===== src/sv/cds_pkg.sv =====
`timescale 1ns / 1ps
// ----------------------------------------------------------------------------
// cds_pkg
// Shared types, widths and constants of the concentric disk sampler.
// ----------------------------------------------------------------------------
package cds_pkg;

    localparam int IN_BITS   = 16;
    localparam int OUT_BITS  = 16;
    localparam int ANGLE_STAGES_DEF = 16;

    // offsets are IN_BITS+1 signed, magnitudes IN_BITS unsigned
    localparam int OFS_W = IN_BITS + 1;
    localparam int QB    = 32;          // quotient bits, Q.31 with room for 1.0
    localparam int REM_W = IN_BITS + 1;
    localparam int PM_W  = 31;
    localparam int CW    = 34;          // cordic datapath
    localparam int PROD_W = OFS_W + CW;
    localparam int PF_W   = PROD_W + (32 - IN_BITS);
    localparam int SH     = 62 - OUT_BITS;

    localparam logic [29:0] PI4_Q30  = 30'd843314857;
    localparam logic [29:0] GAIN_Q30 = 30'd652032874;

    localparam int Q_DEPTH = 4;
    localparam int Q_PTR_W = 2;
    localparam int Q_CNT_W = 3;

    typedef struct packed {
        logic [IN_BITS-1:0] u_first;
        logic [IN_BITS-1:0] u_second;
    } cds_in_t;

    typedef struct packed {
        logic signed [OUT_BITS-1:0] disk_x;
        logic signed [OUT_BITS-1:0] disk_y;
    } cds_out_t;

    // classified item handed from front to back
    typedef struct packed {
        logic                    zero;
        logic                    xmaj;
        logic                    neg;
        logic [IN_BITS-1:0]      ar;
        logic [IN_BITS-1:0]      ao;
        logic signed [OFS_W-1:0] r;
    } cds_cls_t;

    // fields carried alongside the datapath
    typedef struct packed {
        logic                    zero;
        logic                    xmaj;
        logic signed [OFS_W-1:0] r;
    } cds_meta_t;

    function automatic logic [29:0] atan_f(input logic [4:0] k);
        logic [29:0] v;
        case (k)
            5'd0:  v = 30'd843314856;
            5'd1:  v = 30'd497837829;
            5'd2:  v = 30'd263043836;
            5'd3:  v = 30'd133525158;
            5'd4:  v = 30'd67021686;
            5'd5:  v = 30'd33543515;
            5'd6:  v = 30'd16775850;
            5'd7:  v = 30'd8388437;
            5'd8:  v = 30'd4194282;
            5'd9:  v = 30'd2097149;
            5'd10: v = 30'd1048575;
            5'd11: v = 30'd524287;
            5'd12: v = 30'd262143;
            5'd13: v = 30'd131071;
            5'd14: v = 30'd65535;
            5'd15: v = 30'd32767;
            5'd16: v = 30'd16383;
            5'd17: v = 30'd8191;
            5'd18: v = 30'd4095;
            5'd19: v = 30'd2047;
            5'd20: v = 30'd1023;
            5'd21: v = 30'd511;
            5'd22: v = 30'd255;
            5'd23: v = 30'd127;
            5'd24: v = 30'd63;
            5'd25: v = 30'd31;
            5'd26: v = 30'd15;
            5'd27: v = 30'd7;
            5'd28: v = 30'd3;
            5'd29: v = 30'd1;
            default: v = 30'd0;
        endcase
        return v;
    endfunction

endpackage


===== src/sv/cds_front.sv =====
`timescale 1ns / 1ps
// ----------------------------------------------------------------------------
// cds_front
// Accepts square points, forms the signed offsets and picks the major axis.
// ----------------------------------------------------------------------------
module cds_front (
    input  logic              aclk,
    input  logic              aresetn,
    input  logic              s_valid,
    output logic              s_ready,
    input  cds_pkg::cds_in_t  s_data,
    output logic              cls_valid,
    input  logic              cls_ready,
    output cds_pkg::cds_cls_t cls_data
);
    import cds_pkg::*;

    logic     valid_reg, valid_next;
    cds_cls_t cls_reg, cls_next;

    logic signed [OFS_W-1:0] ox, oy;
    logic [IN_BITS-1:0]      ax, ay;
    logic                    xmaj;

    assign s_ready = !valid_reg || cls_ready;

    always_comb begin
        ox = signed'({1'b0, s_data.u_first}) - signed'(OFS_W'(1) <<< (IN_BITS - 1));
        oy = signed'({1'b0, s_data.u_second}) - signed'(OFS_W'(1) <<< (IN_BITS - 1));
        ax = ox[OFS_W-1] ? IN_BITS'(-ox) : IN_BITS'(ox);
        ay = oy[OFS_W-1] ? IN_BITS'(-oy) : IN_BITS'(oy);
        xmaj = ax > ay;
        cls_next.zero = (ox == '0) && (oy == '0);
        cls_next.xmaj = xmaj;
        cls_next.r    = xmaj ? ox : oy;
        cls_next.ar   = xmaj ? ax : ay;
        cls_next.ao   = xmaj ? ay : ax;
        cls_next.neg  = ox[OFS_W-1] != oy[OFS_W-1];
        valid_next = s_ready ? s_valid : valid_reg;
    end

    always_ff @(posedge aclk) begin
        if (!aresetn) begin
            valid_reg <= 1'b0;
        end else begin
            valid_reg <= valid_next;
        end
        if (s_valid && s_ready) begin
            cls_reg <= cls_next;
        end
    end

    assign cls_valid = valid_reg;
    assign cls_data  = cls_reg;

endmodule


===== config.mk =====
export PLATFORM = sky130hd
export DESIGN_NAME = cds_front
export DESIGN_NICKNAME = d
export VERILOG_FILES = /design/src/sv/cds_pkg.sv /design/src/sv/cds_front.sv
export SDC_FILE = /design/constraint.sdc
export NUM_CORES = 1
export LEC_CHECK = 0
export ABC_AREA = 1
export BUFFER_PORTS_ARGS = -buffer_cell sky130_fd_sc_hd__buf_4
export CAP_MARGIN = 20
export CELL_PAD_IN_SITES_DETAIL_PLACEMENT = 1
export CELL_PAD_IN_SITES_GLOBAL_PLACEMENT = 1
export CORE_UTILIZATION = 25
export DETAILED_ROUTE_END_ITERATION = 12
export HOLD_SLACK_MARGIN = 0.02
export PLACE_DENSITY_LB_ADDON = 0.1
export SLEW_MARGIN = 15
export SYNTH_ARGS = -nofsm -noshare
export SYNTH_HDL_FRONTEND = slang
export SYNTH_SLANG_ARGS = --single-unit

===== constraint.sdc =====
create_clock -name aclk -period 4.5 [get_ports aclk]
set_input_delay 0.45 -clock aclk [delete_from_list [all_inputs] [get_ports aclk]]
set_output_delay 0.45 -clock aclk [all_outputs]
set_load 0.02 [all_outputs]

==> results of run 1 <==
==> metrics by stage <==
stage               power, mW  cell area, um2  setup WS [ns]  hold WS [ns]
CTS                     1.544            4511          1.171        0.4096
detailed placement      1.148            4365         0.8710        0.5554
global placement        1.138            4365         0.9311        0.5408
finish                  1.513            4511          1.261        0.4169
global route            1.610            4511         0.8937        0.4332
floorplan              0.9551            3555          1.099        0.6038
==> worst max-delay path: stages <==
cell,delay [ns]
buf_4,0.13
inv_1,0.07
ha_1,0.22
nand3_1,0.15
nor2_1,0.24
nand3_1,0.17
nand2_1,0.09
nand2_1,0.05
nand2_1,0.12
inv_1,0.06
ha_1,0.27
nand2_1,0.09
nor3_2,0.24
nand2_1,0.08
nand2_1,0.08
nand2_1,0.30
buf_12,0.31
nand2_1,0.09
nand2_1,0.05
==> cell usage in the layout (no fill, tap or decap), types with 2 or more instances in the layout <==
master,n
ha_1,18
o21ai_0,7
clkbuf_16,5
inv_1,54
nor3_1,2
nand3b_1,2
xor2_1,8
nand3_1,73
xnor2_1,3
nand2_1,187
nor2_1,35
edfxtp_1,50
nand4_1,5
buf_4,92
a21oi_1,6
==> per-layer routing <==
metal / global-route usage [%] / wire length (um) / up-vias
met5: 0 / 0 / -
met4: 3.241 / 83 / 0
met3: 2.068 / 319 / 6
met2: 29.64 / 5795 / 54
met1: 19.58 / 5121 / 1594
li1: - / - / 1703
==> how the worst min path moves through the flow <==
stage	cells after the start	end	from
3_5_place_dp	2	cls_valid	cls_valid
4_1_cts	2	cls_valid	aresetn
6_report	2	cls_valid	aresetn
2_1_floorplan	1	cls_valid	aresetn
5_1_grt	2	cls_valid	aresetn
3_3_place_gp	2	cls_valid	cls_valid
==> cell families (layout without fill, tap and decap cells) <==
kind of cell / Yosys count / in the layout
XOR/XNOR: 11 / 11
buffers and inverters: 76 / 156
AO/OA/AOI/OAI: 18 / 18
flip-flops: 51 / 51
AND/OR/NAND/NOR: 306 / 306
adder cells (fa/ha/maj): 18 / 18
==> final cells by class <==
cell class	instances	area (um2)
clock buffers	5	125.1
clock inverters	3	20.02
fillers	1739	9370
inverters	55	206.4
multi-input cells	353	1702
flip-flops and latches	51	1521
well taps	180	225.2
repair buffers	93	710.7
==> where the power goes <==
group          internal (mW)  total [mW]  switching (mW)
sequential             0.603       0.620          0.0174
clock                  0.206       0.387           0.182
combinational          0.183       0.505           0.322
total                  0.992        1.51           0.521
==> state kept, by name (all words and copies together), names as in the netlist <==
register and count:
cls_data 50, cls_valid 1
==> cell usage after synthesis <==
library cell	number	area [um2]
a21boi_0	1	7.510
a21o_1	1	7.510
a21oi_1	7	35.03
buf_2	10	50.05
buf_4	6	45.04
buf_6	3	33.78
clkbuf_1	2	7.510
dfxtp_1	1	20.02
edfxtp_1	50	1501
ha_1	18	225.2
inv_1	54	202.7
inv_2	1	3.750
nand2_1	187	701.9
nand3_1	73	365.4
nand3b_1	2	15.01
nand4_1	5	31.28
nor2_1	35	131.4
nor3_1	2	10.01
nor3_2	1	10.01
nor4_1	1	6.260
o21a_1	1	7.510
o21ai_0	7	35.03
o21ai_1	1	5.000
xnor2_1	3	26.28
xor2_1	8	70.07
==> summary.md, run 1 <==
| Metric | Value |
|---|---|
| Port Buffers | 89 |
| Remaining Overflow, GRT | 0 |
| Floorplan core area | 13880 um2 |
| R2R cell count | 2 |
| Setup bufs post-CTS | 0 |
| Drt drc | 0 |
| Final hold violations | 0 |
| Leak Pwr | 2.262 nW |
| All-Layer GR Usage | 15.99% |
| Die width | 121.2 um |
| Routed WL | 11320 um |
| Worst path arrival time | 3.29 ns |
| Clk root buf | clkbuf_16 |
| Yosys reg bits | 51 |
| Max cap viols | 0 |
| Router iterations before antenna repair | 4 |
| Startpoint types | primary input |
| YS warnings | 0 |
| PostCTS Resize Cnt | 0 |
| Deepest clock path buffer count | 2 |
| Worst skew pair latency | 0.30 ns |
| Seq/Total Area, Yosys | 42.80% |
| H-tree depth | 2 |
| Critical Path Sink | cls_data[43] |
| Die ar. | 14700 um2 |
| First-pass GRT wire length | 17820 um |
| Max-slew violation count | 0 |
| Area growth from synthesis to layout | 26.89% |
| Routability cong. | 0.8548 |
| Largest net degree at the start of global routing | 48 |
| RSZ-0062 raised after global routing | no |
| Worst Setup End Kind | flop |
| Final setup violating endpoints | 0 |
| Rows | 43 |
| Measured slew at the worst slew-check pin | 0.6601 ns |
| Mux contribution to synthesized area | 0% |
| Status | completed |
| Largest family of logic cells by synthesized area | simple AND/OR/NAND/NOR gates |
| Synthesized area | 3555 um2 |
| Via density | 4.536 |
| Mapped Nets | 534 |
| FF-to-FF End | cls_data[10] |
| Worst-path clk slew | 0.07 ns |
| Wire per inst | 15.30 um |
| Nets | 613 |
| Vias in the first global route | 3433 |
| Sum Neg Setup Slack | 0 ns |
| Worst vdd ir | 146.3 uV |
| Final std cells w/o fill | 740 |
| Post-Synth Adder-Cell Area | 6.336% |
| Final Core Density | 32.50% |
| Clock Skews | 0.005434 ns |
| I/O Pins | 90 |
| Worst setup path class | in2reg |
| TritonCTS clock tree | yes |
| Flop2flop setup slack | 2.73 ns |
| Mean Syn Cell Area | 7.406 um2 |
| Xor and xnor area share after synthesis | 2.710% |
| Maximum clock frequency | 308.8 MHz |
| Worst r2r src | cls_valid |
| HPWL Detailed | 8694 um |
| 1st-iter DRT viols | 147 |
| Worst relative slew slack | 55.90% |
| Crit path max fanout | 38 |
| Initial antenna violation count | 0 |
| Post-Synth Simple-Gate Area | 35.76% |
| Clk sinks | 51 |
| Antenna cells | 0 |
| Placed cells | 732 |
| Initial core utilization | 25.61% |
| Mapped Cells | 480 |
| Pwr dens | 335.4 nW/um2 |
| Distinct cells, synth | 25 |
| Total CTS buffers | 5 |
| Die H | 121.2 um |
| Critical Path Source | s_data[0] |
| Final ANT Viol Nets | 0 |
| Final period util | 71.97% |
| Min Tclk post-route | 3.239 ns |
| Data required, critical path | 4.55 ns |
| Layout cell share with drive strength beyond 1 | 18.39% |
| Hold Buf Count CTS | 0 |
| Worst min-delay path category | in2reg |
| Via count | 3357 |
| Synth Area in Compound Gates | 2.746% |
(Power assumes the default switching activity.)
==> inputs of run 2 (changes only) <==
Clock period 4.5 ns to 3.4 ns, I/O delays scaled along.
==> run 2 against run 1 <==
  * Global-route usage increased by 0.41 points
  * Sequential share of layout area decreased by 0.67 points
  * Wire length decreased by 0.48%
  * Via count increased by 0.92%
  * Critical path depth unchanged
  * Core utilization increased by 0.66 points
  * Sequential cell count unchanged
  * Setup slack got worse by 0.73 ns
  * Combinational power increased by 35%
==> summary.md, run 2 (synthesized netlist as in run 1, its figures left out) <==
| Metric | Value |
|---|---|
| Worst vdd ir | 190.7 uV (+30%) |
| Rows | 43 (unchanged) |
| Clk root buf | clkbuf_16 |
| Combinational share of power | 32.5% (-0.9 points) |
| First-pass GRT wire length | 18220 um (+2.3%) |
| Die width | 121.2 um (unchanged) |
| Via count | 3388 (+0.92%) |
| Layout cell share with drive strength beyond 1 | 19.58% (+1.2 points) |
| FF-to-FF End | cls_data[10] |
| Initial antenna violation count | 0 (unchanged) |
| Routability cong. | 0.8244 (-3.6%) |
| Final period util | 84.43% |
| Min Tclk post-route | 2.871 ns |
| Worst setup path class | in2reg |
| Port Buffers | 89 (unchanged) |
| # fillers | 1709 (-1.7%) |
| Area growth from synthesis to layout | 29.46% |
| Remaining Overflow, GRT | 0 (unchanged) |
| R2R cell count | 2 (unchanged) |
| Final setup violating endpoints | 0 (unchanged) |
| Data required, critical path | 3.46 ns (-1.09 ns) |
| Maximum clock frequency | 348.4 MHz |
| Largest net degree at the start of global routing | 51 (+6.3%) |
| TritonCTS clock tree | yes |
| HP Start | aresetn |
| Commonest non-fill, non-tap cells in the layout | 187 x nand2_1, 98 x buf_4, 73 x nand3_1 |
| Worst r2r src | cls_valid |
| Measured slew at the worst slew-check pin | 0.4901 ns (-0.1700 ns) |
| Clk sinks | 51 (unchanged) |
| Final ANT Viol Nets | 0 (unchanged) |
| Antenna cells | 0 (unchanged) |
| Drt drc | 0 (unchanged) |
| Pwr dens | 455.6 nW/um2 (+36%) |
| Startpoint types | primary input |
| Leading cell type in the layout, fill and taps excluded | nand2_1 |
| Worst-path clk slew | 0.07 ns (about the same) |
| Max-slew violation count | 0 (unchanged) |
| Die ar. | 14700 um2 (unchanged) |
| 1st-iter DRT viols | 201 (+37%) |
| Floorplan core area | 13880 um2 (unchanged) |
| Total CTS buffers | 5 (unchanged) |
| HPWL Detailed | 8849 um (+1.8%) |
| Wire per inst | 15.08 um (-1.4%) |
| Worst path arrival time | 2.93 ns (-0.36 ns) |
| Status | completed |
| WHS Path Cells | 2 (unchanged) |
| Flop2flop setup slack | 2.24 ns (-0.49 ns) |
| Worst skew pair latency | 0.30 ns (about the same) |
| Nets | 620 (+1.1%) |
| Clk pwr share | 28.4% (+2.8 points) |
| All-Layer GR Usage | 16.40% (+0.41 points) |
| Net Sw Power | 0.6957 mW (+34%) |
| Pint | 1.401 mW (+41%) |
| Hold Crit Endpoint | cls_valid |
| Die H | 121.2 um (unchanged) |
| Worst relative slew slack | 67.29% (+11 points) |
| Routed WL | 11270 um (-0.48%) |
| Via density | 4.535 (about the same) |
| Total power | 2.097 mW (+39%) |
| Worst min-delay path category | in2reg |
| Worst Setup End Kind | flop |
| Hold Buf Count CTS | 0 (unchanged) |
| Initial core utilization | 25.61% (unchanged) |
| Leak Pwr | 2.313 nW (+2.3%) |
| Max cap viols | 0 (unchanged) |
| PostCTS Resize Cnt | 0 (unchanged) |
| Router iterations before antenna repair | 4 (unchanged) |
| Largest register FFs | 50 (unchanged) |
| Vias in the first global route | 3524 (+2.7%) |
| Switching Fraction | 33.18% (-1.2 points) |
| Crit path max fanout | 39 (+2.6%) |
| Clock Skews | 0.005905 ns (+0.0004714 ns) |
| H-tree depth | 2 (unchanged) |
| Final hold violations | 0 (unchanged) |
| Seq pwr share | 39.1% (-1.9 points) |
| RSZ-0062 raised after global routing | no |
| I/O Pins | 90 (unchanged) |
| Deepest clock path buffer count | 2 (unchanged) |
| Sum Neg Setup Slack | 0 ns (unchanged) |
| Setup bufs post-CTS | 0 (unchanged) |
run 2: cell types whose count changed in the layout (fill, tap and decap cells not counted), sizes merged:
cell / delta
buf: +7
bufinv: +1
clkinv: -2
inv: +1
run 2: power groups by stage:
stage	clock, mW	sequential (mW)	combinational [mW]
floorplan	0	0.932	0.332
global placement	0	0.835	0.680
detailed placement	0	0.836	0.691
CTS	0.624	0.823	0.694
global route	0.640	0.829	0.762
finish	0.596	0.821	0.680
run 2: worst max path at each step:
stage	startpoint	end	slack, ns	depth (start not counted)
after floorplan	cls_valid	cls_data[10]	0.06	1
after global placement	s_data[0]	cls_data[27]	0.26	18
after detailed placement	s_data[0]	cls_data[43]	0.23	19
after CTS	s_data[0]	cls_data[43]	0.53	19
after global routing	s_data[0]	cls_data[43]	0.19	19
final	s_data[0]	cls_data[43]	0.53	19
run 2: metal layers:
metal	share of wire, %	global-route usage (%)	vias up	wire (um)
met4	0.77	4.090	0	87
met3	3.3	2.867	6	377
met1	45	19.71	1607	5094
met2	51	29.93	56	5706
li1	-	-	1719	-
met5	0	0	-	0
run 2: area by class of cell:
type | count | area, um2 | share of cell area (%)
Clock inverter | 3 | 46.29 | 1.006
Timing Repair Buffer | 100 | 775.7 | 16.86
Clock buffer | 5 | 125.1 | 2.719
Inverter | 55 | 206.4 | 4.486
Sequential cell | 51 | 1521 | 33.06
Multi-Input combinational cell | 353 | 1702 | 36.98
Tap cell | 180 | 225.2 | 4.894
run 2: stage by stage:
step / cell area (um2) / hold slack [ns] / std cells / util [%] / setup WS, ns
2_1_floorplan: 3555 / 0.4938 / 480 / - / 0.05641
3_5_place_dp: 4431 / 0.5624 / 739 / 31.92 / 0.2296
6_report: 4602 / 0.2974 / 747 / 33.15 / 0.5294
4_1_cts: 4602 / 0.2840 / 747 / 33.15 / 0.5261
5_1_grt: 4602 / 0.3131 / 747 / 33.15 / 0.1904
3_3_place_gp: 4431 / 0.5396 / 739 / 31.92 / 0.2615
run 2: critical path, stage by stage:
cell,delay [ns]
buf_4,0.13
inv_1,0.07
ha_1,0.23
nand3_1,0.15
nor2_1,0.25
nand3_1,0.16
nand2_1,0.10
nand2_1,0.05
nand2_1,0.10
inv_1,0.06
ha_1,0.27
nand2_1,0.10
nor3_2,0.23
nand2_1,0.08
nand2_1,0.10
nand2_1,0.11
buf_12,0.19
nand2_1,0.13
nand2_1,0.06
