--- src/sv/cds_pkg.sv ---
`timescale 1ns / 1ps
// ----------------------------------------------------------------------------
// cds_pkg
// Shared types, widths and constants of the concentric disk sampler.
// ----------------------------------------------------------------------------
package cds_pkg;

    localparam int IN_BITS   = 16;
    localparam int OUT_BITS  = 16;
    localparam int ANGLE_STAGES_DEF = 16;

    // offsets are IN_BITS+1 signed, magnitudes IN_BITS unsigned
    localparam int OFS_W = IN_BITS + 1;
    localparam int QB    = 32;          // quotient bits, Q.31 with room for 1.0
    localparam int REM_W = IN_BITS + 1;
    localparam int PM_W  = 31;
    localparam int CW    = 34;          // cordic datapath
    localparam int PROD_W = OFS_W + CW;
    localparam int PF_W   = PROD_W + (32 - IN_BITS);
    localparam int SH     = 62 - OUT_BITS;

    localparam logic [29:0] PI4_Q30  = 30'd843314857;
    localparam logic [29:0] GAIN_Q30 = 30'd652032874;

    localparam int Q_DEPTH = 4;
    localparam int Q_PTR_W = 2;
    localparam int Q_CNT_W = 3;

    typedef struct packed {
        logic [IN_BITS-1:0] u_first;
        logic [IN_BITS-1:0] u_second;
    } cds_in_t;

    typedef struct packed {
        logic signed [OUT_BITS-1:0] disk_x;
        logic signed [OUT_BITS-1:0] disk_y;
    } cds_out_t;

    // classified item handed from front to back
    typedef struct packed {
        logic                    zero;
        logic                    xmaj;
        logic                    neg;
        logic [IN_BITS-1:0]      ar;
        logic [IN_BITS-1:0]      ao;
        logic signed [OFS_W-1:0] r;
    } cds_cls_t;

    // fields carried alongside the datapath
    typedef struct packed {
        logic                    zero;
        logic                    xmaj;
        logic signed [OFS_W-1:0] r;
    } cds_meta_t;

    function automatic logic [29:0] atan_f(input logic [4:0] k);
        logic [29:0] v;
        case (k)
            5'd0:  v = 30'd843314856;
            5'd1:  v = 30'd497837829;
            5'd2:  v = 30'd263043836;
            5'd3:  v = 30'd133525158;
            5'd4:  v = 30'd67021686;
            5'd5:  v = 30'd33543515;
            5'd6:  v = 30'd16775850;
            5'd7:  v = 30'd8388437;
            5'd8:  v = 30'd4194282;
            5'd9:  v = 30'd2097149;
            5'd10: v = 30'd1048575;
            5'd11: v = 30'd524287;
            5'd12: v = 30'd262143;
            5'd13: v = 30'd131071;
            5'd14: v = 30'd65535;
            5'd15: v = 30'd32767;
            5'd16: v = 30'd16383;
            5'd17: v = 30'd8191;
            5'd18: v = 30'd4095;
            5'd19: v = 30'd2047;
            5'd20: v = 30'd1023;
            5'd21: v = 30'd511;
            5'd22: v = 30'd255;
            5'd23: v = 30'd127;
            5'd24: v = 30'd63;
            5'd25: v = 30'd31;
            5'd26: v = 30'd15;
            5'd27: v = 30'd7;
            5'd28: v = 30'd3;
            5'd29: v = 30'd1;
            default: v = 30'd0;
        endcase
        return v;
    endfunction

endpackage

--- src/sv/cds_queue.sv ---
`timescale 1ns / 1ps
// ----------------------------------------------------------------------------
// cds_queue
// Short FIFO of classified transactions between front and back.
// ----------------------------------------------------------------------------
module cds_queue (
    input  logic              aclk,
    input  logic              aresetn,
    input  logic              push_valid,
    output logic              push_ready,
    input  cds_pkg::cds_cls_t push_data,
    output logic              pop_valid,
    input  logic              pop_ready,
    output cds_pkg::cds_cls_t pop_data
);
    import cds_pkg::*;

    cds_cls_t mem [0:Q_DEPTH-1];
    logic [Q_PTR_W-1:0] wr_ptr_reg, wr_ptr_next, rd_ptr_reg, rd_ptr_next;
    logic [Q_CNT_W-1:0] count_reg, count_next;
    logic wr_en, rd_en;

    assign push_ready = count_reg != Q_CNT_W'(Q_DEPTH);
    assign pop_valid  = count_reg != '0;
    assign wr_en      = push_valid && push_ready;
    assign rd_en      = pop_valid && pop_ready;
    assign pop_data   = mem[rd_ptr_reg];

    always_comb begin
        wr_ptr_next = wr_en ? wr_ptr_reg + 1'b1 : wr_ptr_reg;
        rd_ptr_next = rd_en ? rd_ptr_reg + 1'b1 : rd_ptr_reg;
        count_next  = count_reg + Q_CNT_W'(wr_en) - Q_CNT_W'(rd_en);
    end

    always_ff @(posedge aclk) begin
        if (!aresetn) begin
            wr_ptr_reg <= '0;
            rd_ptr_reg <= '0;
            count_reg  <= '0;
        end else begin
            wr_ptr_reg <= wr_ptr_next;
            rd_ptr_reg <= rd_ptr_next;
            count_reg  <= count_next;
        end
        if (wr_en) begin
            mem[wr_ptr_reg] <= push_data;
        end
    end

    a_count_bound: assert property (@(posedge aclk) disable iff (!aresetn)
        count_reg <= Q_CNT_W'(Q_DEPTH))
        else $error("queue count exceeds depth");

    a_count_track: assert property (@(posedge aclk) disable iff (!aresetn)
        (wr_en && !rd_en) |=> (count_reg == $past(count_reg) + 1'b1))
        else $error("queue count lost a push");

    a_empty_ptrs: assert property (@(posedge aclk) disable iff (!aresetn)
        (count_reg == '0) |-> (wr_ptr_reg == rd_ptr_reg))
        else $error("queue pointers disagree when empty");

endmodule

--- config.mk ---
export PLATFORM = sky130hd
export DESIGN_NAME = cds_queue
export DESIGN_NICKNAME = d
export VERILOG_FILES = /design/src/sv/cds_pkg.sv /design/src/sv/cds_queue.sv
export SDC_FILE = /design/constraint.sdc
export NUM_CORES = 1
export LEC_CHECK = 0
export ABC_AREA = 1
export ABC_CLOCK_PERIOD_IN_PS = 4100
export BUFFER_PORTS_ARGS = -buffer_cell sky130_fd_sc_hd__clkbuf_2
export CORE_MARGIN = 1.5
export CORE_UTILIZATION = 25
export DETAILED_ROUTE_END_ITERATION = 10
export PLACE_DENSITY_LB_ADDON = 0.1
export REMOVE_ABC_BUFFERS = 1
export SLEW_MARGIN = 40
export SYNTH_ARGS = -nofsm -noshare
export SYNTH_HDL_FRONTEND = slang
export SYNTH_SLANG_ARGS = --single-unit
--- constraint.sdc ---
create_clock -name aclk -period 4.1 [get_ports aclk]
set_input_delay 0.615 -clock aclk [delete_from_list [all_inputs] [get_ports aclk]]
set_output_delay 0.615 -clock aclk [all_outputs]
set_load 0.02 [all_outputs]
==> flow_summary.rst, run 1 <==
.. list-table::
   :header-rows: 1

   * - Metric
     - Value
   * - Max-cap violation count
     - 0
   * - Number of buffer and inverter stages on the critical path
     - 3
   * - Per-cell via count in the routed design
     - 4.320
   * - Number of setup buffers added after CTS
     - 0
   * - Pwr/cell area
     - 630.7 nW/um2
   * - Antenna fix cells
     - 0
   * - Top cells by area, synth
     - sky130_fd_sc_hd__edfxtp_1 (72%), sky130_fd_sc_hd__o22ai_2 (5.4%), sky130_fd_sc_hd__o21ai_0 (5.2%)
   * - Critical Setup Path Class
     - reg2out
   * - Post-synthesis area per instance
     - 15.40 um2
   * - CP startpoint kind
     - flop
   * - Netlist cell types
     - 22
   * - Number of failing setup endpoints in the final timing report
     - 0
   * - Total gr overflow
     - 0
   * - Highest clock rate
     - 315.4 MHz
   * - RR Endpoint
     - count_reg[2]
   * - Final hold slack
     - 314.8 ps
   * - Clock latency on the worst-skew pair
     - 510 ps
   * - Cell with the biggest individual delay on the critical path
     - sky130_fd_sc_hd__inv_6
   * - Number of global-route vias before repair
     - 5215
   * - Area used by multi-input combinational logic
     - 2038 um2
   * - Number of clock sinks seen by CTS
     - 217
   * - Most instantiated flip-flop cell in the synthesis netlist
     - sky130_fd_sc_hd__edfxtp_1
   * - Setup slack of the critical path after layout
     - 929.8 ps
   * - Pre-CTS WS
     - 1394 ps
   * - Worst min-delay path startpoint
     - push_data[16]
   * - Cells along the critical path
     - inv_6 > buf_4 > o21ai_1 > o22ai_1 > clkbuf_2
   * - Launching point of the worst reg2reg path
     - count_reg[1]
   * - Initial standard-cell utilization of the core
     - 0.2534
   * - DRT Pass-1 Iters
     - 4
   * - Reg2reg setup slack
     - 1800 ps
   * - Cell Area, Placed
     - 9792 um2
   * - Type of element capturing the critical path
     - output pin
   * - Critical Path Max Stage Delay
     - 490 ps
   * - Die Width
     - 189.9 um
   * - Total die area
     - 36060 um2
   * - EDFF count, synth
     - 208
   * - TritonCTS clock tree
     - built
   * - Routed Wire Length
     - 21210 um
   * - Fraction of final layout cells with drive strength greater than 1
     - 0.3418
   * - Post-detail-place hpwl
     - 12250 um
   * - TNS Setup
     - 0 ps
   * - Critical Path RT
     - 3480 ps
   * - Growth of design area from synthesis to finish
     - 21.07%
   * - Sequential cell area in the final layout
     - 6431 um2
   * - Cell depth of the worst setup path
     - 5
   * - Cell class contributing the biggest share of worst-path delay
     - buffers and inverters
   * - Average wire per standard cell
     - 18.28 um
   * - Pin count of the biggest net entering global routing
     - 71
   * - Core area
     - 34460 um2
   * - Outcome
     - finished, final reports clean
   * - H-tree levels
     - 1
   * - PortBufs
     - 109
   * - Arrival time of the worst setup path
     - 2560 ps
   * - Worst-case clock skew
     - 3.436 ps
   * - Maximum fanout along the worst path
     - 45
   * - Yosys reg bits
     - 217
   * - Sequential area share after synthesis
     - 0.7358
   * - Fraction of post-synthesis cell area in the top cell type by area
     - 0.7152
   * - Clock root buffer master
     - sky130_fd_sc_hd__clkbuf_16
   * - Global-route wire length before repair
     - 32020 um
   * - Endpoint of the worst hold-timing path
     - mem[2][16]
   * - Count of synthesis-stage warnings from yosys
     - 0
   * - Count of endpoints failing hold in the final timing report
     - 0
   * - Number of design rule violations left after detail routing
     - 0
   * - Pin slew with the least headroom to its limit
     - 765.6 ps
   * - Number of nets in the layout
     - 749
   * - Final estimated routing congestion in global placement
     - 0.6900
   * - Total Power
     - 0.006669 W
   * - Remaining number of nets flagged by the antenna check after routing
     - 0
   * - Worst hold path type
     - in2reg
   * - Total global routing track utilization
     - 0.1182
   * - DR vias
     - 5011
   * - Shortest period the worst path allows
     - 3170 ps
   * - Post-route cell area
     - 10570 um2
   * - Depth of the worst hold-timing path
     - 1
   * - Initial antenna violation count
     - 1
   * - Slew headroom
     - 0.4896
   * - Most repeated cell in the gate-level netlist after synthesis
     - sky130_fd_sc_hd__edfxtp_1
   * - Ports placed on the boundary
     - 110
   * - LEAKAGE
     - 3.589 nW
   * - Iteration-0 DRC count of the detailed router
     - 214
   * - Cell area after synthesis
     - 8733 um2
   * - Portion of the clock cycle consumed by the worst path in the final layout
     - 0.7732
   * - RSZ-0062 raised after global routing
     - false
   * - Fill cell total of the finished layout
     - 3469
   * - Cells resized by post-CTS repair
     - 0
   * - Reg2Reg Depth
     - 10
   * - Synthesized netlist cell count
     - 567
   * - Max IR drop VDD
     - 0.3318 mV
   * - Buffer depth of the longest clock path
     - 3
   * - Number of flip-flops under the largest register name
     - 208
   * - Synth top cells by count
     - sky130_fd_sc_hd__edfxtp_1 (208), sky130_fd_sc_hd__o21ai_0 (91), sky130_fd_sc_hd__nor2_1 (76), sky130_fd_sc_hd__nor2_4 (38), sky130_fd_sc_hd__o22ai_2 (38)
   * - Final slew viol count
     - 0
   * - Post-CTS Hold Buffers
     - 0
   * - Clock buffer count from CTS
     - 26
   * - Clock transition time at the flip-flop clock pins of the worst setup and hold paths
     - 50 ps
   * - Floorplan die height
     - 189.9 um
   * - Post-synth top area cell
     - sky130_fd_sc_hd__edfxtp_1
   * - Site Rows
     - 68
   * - Fraction of synthesis flops using an asynchronous set or reset pin
     - 0
[placed cells by master, fill, tap and decap left out]
cell and count:
sky130_fd_sc_hd__inv_6 1, sky130_fd_sc_hd__dfxtp_4 1, sky130_fd_sc_hd__clkinv_1 5, sky130_fd_sc_hd__a21boi_0 2, sky130_fd_sc_hd__inv_2 1, sky130_fd_sc_hd__buf_12 3
sky130_fd_sc_hd__inv_1 14, sky130_fd_sc_hd__o22ai_1 14, sky130_fd_sc_hd__dfxtp_2 1, sky130_fd_sc_hd__o21ai_0 91, sky130_fd_sc_hd__dfxtp_1 7, sky130_fd_sc_hd__clkbuf_2 109
sky130_fd_sc_hd__edfxtp_1 208, sky130_fd_sc_hd__o21ai_1 14, sky130_fd_sc_hd__o22ai_2 38, sky130_fd_sc_hd__fa_1 1, sky130_fd_sc_hd__nand3_1 3, sky130_fd_sc_hd__nor2_4 42
sky130_fd_sc_hd__ha_1 6, sky130_fd_sc_hd__clkinv_2 4, sky130_fd_sc_hd__nor2_1 72, sky130_fd_sc_hd__clkbuf_1 10, sky130_fd_sc_hd__a21oi_1 4, sky130_fd_sc_hd__nor2_2 2
sky130_fd_sc_hd__clkbuf_16 27, sky130_fd_sc_hd__bufinv_16 1, sky130_fd_sc_hd__nand2_1 13, sky130_fd_sc_hd__buf_4 11
[worst reg2reg max path: cells and delay by family, from the launching register on]
| kind | cells | cell delay [ps] |
|---|---|---|
| simple gates | 4 | 780 |
| fa+ha+maj | 3 | 800 |
| compound gates | 1 | 170 |
| flops | 1 | 350 |
| buf+inv | 2 | 110 |
[how the worst max path moves through the flow]
stage               startpoint           end  slack [ps]
floorplan                 flop   pop_data[0]        -590
global placement          flop  pop_data[35]        1460
detailed placement        flop  pop_data[11]        1390
CTS                       flop  pop_data[11]         840
global route              flop  pop_data[37]         730
finish                    flop  pop_data[33]         930
[kinds of logic after synthesis]
logic type / after synthesis / share of synthesized area
DFF: 217 / 0.7358
and+or+nand+nor: 132 / 0.09040
buffers and inverters: 48 / 0.03424
adders and majority gates: 7 / 0.01089
AOI/OAI and AO/OA: 163 / 0.1287
[stage by stage]
stage                 util  std cells
floorplan                -        535
global placement    0.2842       1113
detailed placement  0.2842       1113
CTS                 0.3069       1160
global route        0.3069       1160
finish              0.3069       1160
[where the power goes]
part / switching (W) / total [W] / internal, W
Combinational: 0.00125 / 0.00178 / 0.000528
Clock: 0.000832 / 0.00209 / 0.00126
Sequential: 0.0000964 / 0.00280 / 0.00270
Total: 0.00218 / 0.00667 / 0.00449
[cell type report]
| type | instances | share of cell area |
|---|---|---|
| clock inverter | 10 | 0.006508 |
| timing repair buffer | 123 | 0.06508 |
| tap | 455 | 0.05384 |
| multi-input combinational | 302 | 0.1928 |
| inverter | 16 | 0.006153 |
| sequential | 217 | 0.6082 |
| clock buffer | 37 | 0.06745 |
[layer usage]
metal	share of wire	up-vias	global-route usage
met5	0.00052	-	0
met4	0.016	2	0.02839
met3	0.058	28	0.02656
met2	0.47	120	0.1965
met1	0.46	2512	0.1561
li1	-	2349	-
No activity file was read; power rests on OpenSTA's default activity.
==> inputs of run 2 (changes only) <==
--- a/config.mk
+++ b/config.mk
@@ -5,8 +5,8 @@
 export SDC_FILE = /design/constraint.sdc
 export NUM_CORES = 1
 export LEC_CHECK = 0
-export ABC_AREA = 1
-export ABC_CLOCK_PERIOD_IN_PS = 4100
+export ABC_AREA = 0
+export ABC_CLOCK_PERIOD_IN_PS = 3000
 export BUFFER_PORTS_ARGS = -buffer_cell sky130_fd_sc_hd__clkbuf_2
 export CORE_MARGIN = 1.5
 export CORE_UTILIZATION = 25
==> constraint.sdc (replaced) <==
create_clock -name aclk -period 3 [get_ports aclk]
set_input_delay 0.45 -clock aclk [delete_from_list [all_inputs] [get_ports aclk]]
set_output_delay 0.45 -clock aclk [all_outputs]
set_load 0.02 [all_outputs]
==> flow_summary.rst, run 2 <==
.. list-table::
   :header-rows: 1

   * - Metric
     - Value
   * - Most instantiated flip-flop cell in the synthesis netlist
     - sky130_fd_sc_hd__edfxtp_1 (unchanged)
   * - Worst-case clock skew
     - 7.185 ps (was 3.436 ps)
   * - Post-synth top area cell
     - sky130_fd_sc_hd__edfxtp_1 (unchanged)
   * - Worst hold path type
     - in2reg (unchanged)
   * - Largest family of logic cells by synthesized area
     - multiplexers (was compound AO/OA/AOI/OAI gates)
   * - Most repeated cell in the gate-level netlist after synthesis
     - sky130_fd_sc_hd__edfxtp_1 (unchanged)
   * - Synth top cells by count
     - sky130_fd_sc_hd__edfxtp_1 (208), sky130_fd_sc_hd__mux4_2 (50), sky130_fd_sc_hd__dfxtp_1 (9), sky130_fd_sc_hd__and2_1 (7), sky130_fd_sc_hd__ha_1 (6) (was sky130_fd_sc_hd__edfxtp_1 (208), sky130_fd_sc_hd__o21ai_0 (91), sky130_fd_sc_hd__nor2_1 (76), sky130_fd_sc_hd__nor2_4 (38), sky130_fd_sc_hd__o22ai_2 (38))
   * - Count of endpoints failing hold in the final timing report
     - 0 (unchanged)
   * - Max IR drop VDD
     - 0.3907 mV (was 0.3318 mV)
   * - Clock buffer count from CTS
     - 26 (unchanged)
   * - Post-CTS Hold Buffers
     - 0 (unchanged)
   * - Antenna fix cells
     - 0 (unchanged)
   * - H-tree levels
     - 1 (unchanged)
   * - Sequential area share after synthesis
     - 0.7995 (was 0.7358)
   * - Floorplan die height
     - 182.3 um (was 189.9 um)
   * - Number of design rule violations left after detail routing
     - 0 (unchanged)
   * - Post-detail-place hpwl
     - 10150 um (was 12250 um)
   * - Die Width
     - 182.3 um (was 189.9 um)
   * - Number of failing setup endpoints in the final timing report
     - 0 (unchanged)
   * - Final slew viol count
     - 0 (unchanged)
   * - Area share of and/or/nand/nor cells after synthesis
     - 0.01136 (was 0.09040)
   * - Clock root buffer master
     - sky130_fd_sc_hd__clkbuf_16 (unchanged)
   * - Pin slew with the least headroom to its limit
     - 398.2 ps (was 765.6 ps)
   * - Pwr/cell area
     - 888.2 nW/um2 (was 630.7 nW/um2)
   * - Critical Path RT
     - 2550 ps (was 3480 ps)
   * - Cells resized by post-CTS repair
     - 0 (unchanged)
   * - EDFF count, synth
     - 208 (unchanged)
   * - Max-cap violation count
     - 0 (unchanged)
   * - Final estimated routing congestion in global placement
     - 0.6662 (was 0.6900)
   * - Internal power of the cells
     - 0.006351 W (was 0.004493 W)
   * - Shortest period the worst path allows
     - 2664 ps
   * - Total die area
     - 33240 um2 (was 36060 um2)
   * - Synthesized netlist cell count
     - 320 (was 567)
   * - LEAKAGE
     - 3.333 nW (was 3.589 nW)
   * - Number of global-route vias before repair
     - 4136 (was 5215)
   * - Maximum fanout along the worst path
     - 16 (was 45)
   * - Ports placed on the boundary
     - 110 (unchanged)
   * - Sw frac
     - 0.2805 (was 0.3263)
   * - Critical Setup Path Class
     - reg2out (unchanged)
   * - DRT Pass-1 Iters
     - 4 (unchanged)
   * - TritonCTS clock tree
     - built (unchanged)
   * - Total global routing track utilization
     - 0.1022 (was 0.1182)
   * - Clock transition time at the flip-flop clock pins of the worst setup and hold paths
     - 50 ps (about the same)
   * - RSZ-0062 raised after global routing
     - false (unchanged)
   * - CP startpoint kind
     - flop (unchanged)
   * - Arrival time of the worst setup path
     - 2210 ps (was 2560 ps)
   * - Cells along the critical path
     - buf_4 > mux4_1 > clkbuf_2 (was inv_6 > buf_4 > o21ai_1 > o22ai_1 > clkbuf_2)
   * - Number of setup buffers added after CTS
     - 0 (unchanged)
   * - Proportion of synthesized area in mux cells
     - 0.1491 (was 0)
   * - Most common cell after layout, fill and taps aside
     - sky130_fd_sc_hd__edfxtp_1 (unchanged)
   * - Cell with the biggest individual delay on the critical path
     - sky130_fd_sc_hd__dfxtp_4 (was sky130_fd_sc_hd__inv_6)
   * - Growth of design area from synthesis to finish
     - 23.65% (was 21.07%)
   * - Slew headroom
     - 0.7330 (was 0.4896)
   * - Count of synthesis-stage warnings from yosys
     - 0 (unchanged)
   * - Cell class contributing the biggest share of worst-path delay
     - flip-flops (was buffers and inverters)
   * - Top cells by area, synth
     - sky130_fd_sc_hd__edfxtp_1 (78%), sky130_fd_sc_hd__mux4_2 (14%), sky130_fd_sc_hd__dfxtp_1 (2.2%) (was sky130_fd_sc_hd__edfxtp_1 (72%), sky130_fd_sc_hd__o22ai_2 (5.4%), sky130_fd_sc_hd__o21ai_0 (5.2%))
   * - Total Power
     - 0.008827 W (was 0.006669 W)
   * - Number of flip-flops under the largest register name
     - 208 (unchanged)
   * - Number of buffer and inverter stages on the critical path
     - 2 (was 3)
   * - Fraction of synthesis flops using an asynchronous set or reset pin
     - 0 (unchanged)
   * - Remaining number of nets flagged by the antenna check after routing
     - 0 (unchanged)
   * - Highest clock rate
     - 375.4 MHz
   * - Per-cell via count in the routed design
     - 4.195 (was 4.320)
   * - Buffer depth of the longest clock path
     - 3 (unchanged)
   * - Total gr overflow
     - 0 (unchanged)
   * - Fraction of final layout cells with drive strength greater than 1
     - 0.4454 (was 0.3418)
   * - Fraction of post-synthesis cell area in the top cell type by area
     - 0.7771 (was 0.7152)
   * - Share of total power in the clock network
     - 0.335 (was 0.314)
   * - Average wire per standard cell
     - 19.07 um (was 18.28 um)
   * - Type of element capturing the critical path
     - output pin (unchanged)
   * - Cell area after synthesis
     - 8038 um2 (was 8733 um2)
   * - Synthesized-area fraction occupied by adder cells
     - 0.01183 (was 0.01089)
   * - Portion of the clock cycle consumed by the worst path in the final layout
     - 0.8879
   * - Site Rows
     - 65 (was 68)
   * - DR vias
     - 3683 (was 5011)
   * - Routed Wire Length
     - 16740 um (was 21210 um)
   * - Core area
     - 31640 um2 (was 34460 um2)
   * - Number of clock sinks seen by CTS
     - 217 (unchanged)
   * - Pin count of the biggest net entering global routing
     - 32 (was 71)
   * - Number of nets in the layout
     - 519 (was 749)
   * - Initial standard-cell utilization of the core
     - 0.2541 (was 0.2534)
   * - Global-route wire length before repair
     - 25070 um (was 32020 um)
   * - Clock latency on the worst-skew pair
     - 520 ps (was 510 ps)
   * - Commonest cells after routing, fill and taps aside
     - sky130_fd_sc_hd__edfxtp_1 (208), sky130_fd_sc_hd__clkbuf_2 (109), sky130_fd_sc_hd__mux4_2 (50) (was sky130_fd_sc_hd__edfxtp_1 (208), sky130_fd_sc_hd__clkbuf_2 (109), sky130_fd_sc_hd__o21ai_0 (91))
   * - Core Util, Final
     - 0.3141 (was 0.3069)
   * - Net switching component of the power
     - 0.002476 W (was 0.002176 W)
   * - Xor-xnor portion of the synthesized cell area
     - 0.004359 (was 0)
   * - Initial antenna violation count
     - 1 (unchanged)
   * - Yosys reg bits
     - 217 (unchanged)
   * - Critical Path Max Stage Delay
     - 580 ps (was 490 ps)
   * - Share of power burned in registers
     - 0.434 (was 0.420)
   * - Iteration-0 DRC count of the detailed router
     - 247 (was 214)
   * - Complex-gate fraction of the synthesized area
     - 0.003580 (was 0.1287)
   * - Fill cell total of the finished layout
     - 3032 (was 3469)
   * - Post-route cell area
     - 9938 um2 (was 10570 um2)
   * - Cell Area, Placed
     - 9123 um2 (was 9792 um2)
   * - Part of the power in combinational logic
     - 0.230 (was 0.266)
   * - PortBufs
     - 109 (unchanged)
   * - Outcome
     - finished, final reports clean (unchanged)
   * - Post-synthesis area per instance
     - 25.12 um2 (was 15.40 um2)
   * - Netlist cell types
     - 21 (was 22)
[run 2: changes by cell type after synthesis, moves of 7 or more]
| cell | before | now |
|---|---|---|
| sky130_fd_sc_hd__mux4_2 | 0 | 50 |
| sky130_fd_sc_hd__o21ai_0 | 91 | 0 |
| sky130_fd_sc_hd__nand2_1 | 13 | 5 |
| sky130_fd_sc_hd__o21ai_1 | 14 | 0 |
| sky130_fd_sc_hd__clkbuf_1 | 14 | 2 |
| sky130_fd_sc_hd__o22ai_1 | 14 | 0 |
| sky130_fd_sc_hd__nor2_1 | 76 | 1 |
| sky130_fd_sc_hd__nor2_4 | 38 | 0 |
| sky130_fd_sc_hd__o22ai_2 | 38 | 0 |
| sky130_fd_sc_hd__and2_1 | 0 | 7 |
| sky130_fd_sc_hd__inv_1 | 14 | 5 |
[run 2: path summary, 6_finish.rpt]
path | cells past startpoint | to | start | slack (ps)
worst max register to register | 11 | count_reg[2] | count_reg[1] | 510
worst max-delay path | 3 | pop_data[51] | flop | 340
worst min-delay path | 1 | mem[2][39] | push_data[39] | 150
worst min register to register | 2 | wr_ptr_reg[1] | wr_ptr_reg[1] | 490
[run 2: cell families after synthesis]
| family | after synthesis |
|---|---|
| flip-flops | 217 |
| multiplexers | 54 |
| buffers and inverters | 18 |
| AND/OR/NAND/NOR | 17 |
| adder cells (fa/ha/maj) | 7 |
| XOR/XNOR | 4 |
| AO/OA/AOI/OAI | 3 |
[run 2: cell type report]
cell class	instances	area, um2	share of cell area
inverter	5	18.77	0.001888
sequential	217	6431	0.6471
clock buffer	33	698.2	0.07025
clock inverter	15	117.6	0.01183
multi-input combinational	85	1459	0.1468
tap	402	503.0	0.05061
timing repair buffer	121	710.7	0.07151
[run 2: per-layer routing]
layer  part of all wire  vias to the layer above  wire length [um]  track usage
li1                   -                     1624                 -            -
met1               0.41                     1931              6912       0.1230
met2               0.50                       95              8349       0.1762
met3              0.067                       31              1115      0.03053
met4              0.021                        2               352      0.03107
met5            0.00078                        -                13            0
[run 2: power by group through the flow]
stage / logic, W / clock network (W) / registers [W]
floorplan: 0.00125 / 0 / 0.00396
global placement: 0.00210 / 0 / 0.00389
detailed placement: 0.00211 / 0 / 0.00391
CTS: 0.00212 / 0.00309 / 0.00385
global route: 0.00222 / 0.00319 / 0.00387
finish: 0.00203 / 0.00296 / 0.00383
[run 2: metrics by stage]
step	hold WS, ps	worst slack (ps)	instances	setup TNS, ps
final	146.2	336.2	878	0
after global routing	123.7	170.6	878	0
after CTS	115.3	224.8	878	0
after detailed placement	493.6	494.2	830	0
after global placement	481.3	655.2	830	0
after floorplan	467.7	-487.8	307	-20980
==> inputs of run 3 (changes only) <==
--- a/config.mk
+++ b/config.mk
@@ -8,9 +8,10 @@
 export ABC_AREA = 0
 export ABC_CLOCK_PERIOD_IN_PS = 3000
 export BUFFER_PORTS_ARGS = -buffer_cell sky130_fd_sc_hd__clkbuf_2
-export CORE_MARGIN = 1.5
+export CORE_MARGIN = 5
 export CORE_UTILIZATION = 25
 export DETAILED_ROUTE_END_ITERATION = 10
+export MAX_ROUTING_LAYER = met4
 export PLACE_DENSITY_LB_ADDON = 0.1
 export REMOVE_ABC_BUFFERS = 1
 export SLEW_MARGIN = 40
==> flow_summary.rst, run 3 (same netlist as run 2, synthesis figures left out) <==
.. list-table::
   :header-rows: 1

   * - Metric
     - Value
   * - Endpoint of the worst hold-timing path
     - mem[2][28] (was mem[2][39])
   * - Number of failing setup endpoints in the final timing report
     - 0 (unchanged)
   * - Average wire per standard cell
     - 19.32 um (was 19.07 um)
   * - Launching point of the worst reg2reg path
     - count_reg[1] (unchanged)
   * - Growth of design area from synthesis to finish
     - 24.11% (was 23.65%)
   * - Shortest period the worst path allows
     - 2642 ps (was 2664 ps)
   * - Initial antenna violation count
     - 1 (unchanged)
   * - Final hold slack
     - 153.5 ps (was 146.2 ps)
   * - Highest clock rate
     - 378.5 MHz (was 375.4 MHz)
   * - Most common cell after layout, fill and taps aside
     - sky130_fd_sc_hd__edfxtp_1 (unchanged)
   * - Iteration-0 DRC count of the detailed router
     - 139 (was 247)
   * - Floorplan die height
     - 189.3 um (was 182.3 um)
   * - Clock latency on the worst-skew pair
     - 510 ps (was 520 ps)
   * - Total die area
     - 35840 um2 (was 33240 um2)
   * - RR Endpoint
     - count_reg[2] (unchanged)
   * - Critical Setup Path Class
     - reg2out (unchanged)
   * - Total global routing track utilization
     - 0.09569 (was 0.1022)
   * - Pin slew with the least headroom to its limit
     - 515.8 ps (was 398.2 ps)
   * - Remaining number of nets flagged by the antenna check after routing
     - 0 (unchanged)
   * - H-tree levels
     - 1 (unchanged)
   * - Final estimated routing congestion in global placement
     - 0.6504 (was 0.6662)
   * - Number of setup buffers added after CTS
     - 0 (unchanged)
   * - Global-route wire length before repair
     - 25270 um (was 25070 um)
   * - Final slew viol count
     - 0 (unchanged)
   * - Worst min-delay path startpoint
     - push_data[28] (was push_data[39])
   * - Reg2Reg Depth
     - 11 (unchanged)
   * - Total Power
     - 0.008994 W (was 0.008827 W)
   * - Reg2reg setup slack
     - 590 ps (was 510 ps)
   * - DR vias
     - 3674 (was 3683)
   * - Ports placed on the boundary
     - 110 (unchanged)
   * - Number of nets in the layout
     - 515 (was 519)
   * - Total gr overflow
     - 0 (unchanged)
   * - TritonCTS clock tree
     - built (unchanged)
   * - PortBufs
     - 109 (unchanged)
   * - Outcome
     - finished, final reports clean (unchanged)
   * - Routed Wire Length
     - 16890 um (was 16740 um)
   * - Post-route cell area
     - 9976 um2 (was 9938 um2)
   * - CP startpoint kind
     - flop (unchanged)
   * - Clock transition time at the flip-flop clock pins of the worst setup and hold paths
     - 60 ps (was 50 ps)
   * - Max-cap violation count
     - 0 (unchanged)
   * - Cells resized by post-CTS repair
     - 0 (unchanged)
   * - Max IR drop VDD
     - 0.4738 mV (was 0.3907 mV)
   * - Number of clock sinks seen by CTS
     - 217 (unchanged)
   * - Fill cell total of the finished layout
     - 3041 (was 3032)
   * - Commonest cells after routing, fill and taps aside
     - sky130_fd_sc_hd__edfxtp_1 (208), sky130_fd_sc_hd__clkbuf_2 (109), sky130_fd_sc_hd__mux4_2 (50) (unchanged)
   * - Site Rows
     - 65 (unchanged)
   * - Count of endpoints failing hold in the final timing report
     - 0 (unchanged)
   * - Buffer depth of the longest clock path
     - 3 (unchanged)
   * - Per-cell via count in the routed design
     - 4.204 (was 4.195)
   * - Post-CTS Hold Buffers
     - 0 (unchanged)
   * - Clock root buffer master
     - sky130_fd_sc_hd__clkbuf_16 (unchanged)
   * - Number of design rule violations left after detail routing
     - 0 (unchanged)
   * - Core area
     - 31640 um2 (unchanged)
   * - Slew headroom
     - 0.6562 (was 0.7330)
   * - Post-detail-place hpwl
     - 10030 um (was 10150 um)
   * - Fraction of final layout cells with drive strength greater than 1
     - 0.4522 (was 0.4454)
   * - LEAKAGE
     - 3.345 nW (was 3.333 nW)
   * - Type of element capturing the critical path
     - output pin (unchanged)
   * - Arrival time of the worst setup path
     - 2190 ps (was 2210 ps)
   * - Maximum fanout along the worst path
     - 29 (was 16)
   * - Clock buffer count from CTS
     - 26 (unchanged)
   * - Worst hold path type
     - in2reg (unchanged)
   * - Pin count of the biggest net entering global routing
     - 31 (was 32)
   * - Number of flip-flops under the largest register name
     - 208 (unchanged)
   * - Portion of the clock cycle consumed by the worst path in the final layout
     - 0.8807 (was 0.8879)
   * - Sequential cell area in the final layout
     - 6434 um2 (was 6431 um2)
   * - Cell Area, Placed
     - 9095 um2 (was 9123 um2)
   * - Depth of the worst hold-timing path
     - 1 (unchanged)
   * - Area used by multi-input combinational logic
     - 1459 um2 (unchanged)
   * - Initial standard-cell utilization of the core
     - 0.2541 (unchanged)
   * - Die Width
     - 189.3 um (was 182.3 um)
   * - DRT Pass-1 Iters
     - 4 (unchanged)
   * - Number of global-route vias before repair
     - 4079 (was 4136)
   * - Worst-case clock skew
     - 8.949 ps (was 7.185 ps)
   * - RSZ-0062 raised after global routing
     - false (unchanged)
   * - Pwr/cell area
     - 901.6 nW/um2 (was 888.2 nW/um2)
   * - Critical Path RT
     - 2550 ps (about the same)
## run 3: worst max-delay path by stage
stage	startpoint	endpoint	slack [ps]	cells after the start
2_1_floorplan	flop	pop_data[48]	-490	1
3_3_place_gp	push_valid	count_reg[2]	640	11
3_5_place_dp	count_reg[1]	count_reg[2]	560	11
4_1_cts	flop	pop_data[45]	240	3
5_1_grt	flop	pop_data[45]	170	3
6_report	flop	pop_data[45]	360	3
## run 3: critical path: stages, from the launching register on
cell,delay [ps]
sky130_fd_sc_hd__dfxtp_4,590
sky130_fd_sc_hd__buf_12,320
sky130_fd_sc_hd__mux4_2,570
sky130_fd_sc_hd__clkbuf_2,180
## run 3: final cells by class
cell class	count	area share
multi-input cells	85	0.1462
repair buffers	117	0.06823
clock inverters	10	0.01254
inverters	5	0.001881
flip-flops and latches	217	0.6449
clock buffers	37	0.07550
well taps	402	0.05042
diodes	1	0.0002508
## run 3: per-layer routing
metal | vias to the layer above | wire length, um | GRT usage
li1 | 1619 | - | -
met1 | 1927 | 7387 | 0.1206
met2 | 94 | 8228 | 0.1560
met3 | 34 | 846 | 0.02341
met4 | 0 | 426 | 0.02588
met5 | - | 0 | -
## run 3: metrics by stage
| stage | TNS [ps] | std cells | utilization | setup slack [ps] |
|---|---|---|---|---|
| 3_5_place_dp | 0 | 826 | 0.2875 | 560.4 |
| 2_1_floorplan | -20980 | 307 | - | -487.8 |
| 3_3_place_gp | 0 | 826 | 0.2875 | 639.8 |
| 4_1_cts | 0 | 873 | 0.3152 | 237.8 |
| 6_report | 0 | 874 | 0.3153 | 357.8 |
| 5_1_grt | 0 | 874 | 0.3153 | 170.2 |
## run 3: power breakdown
group | switching (W) | total [W] | internal (W)
registers | 0.000164 | 0.00384 | 0.00368
clock network | 0.00114 | 0.00314 | 0.00199
logic | 0.00116 | 0.00202 | 0.000859
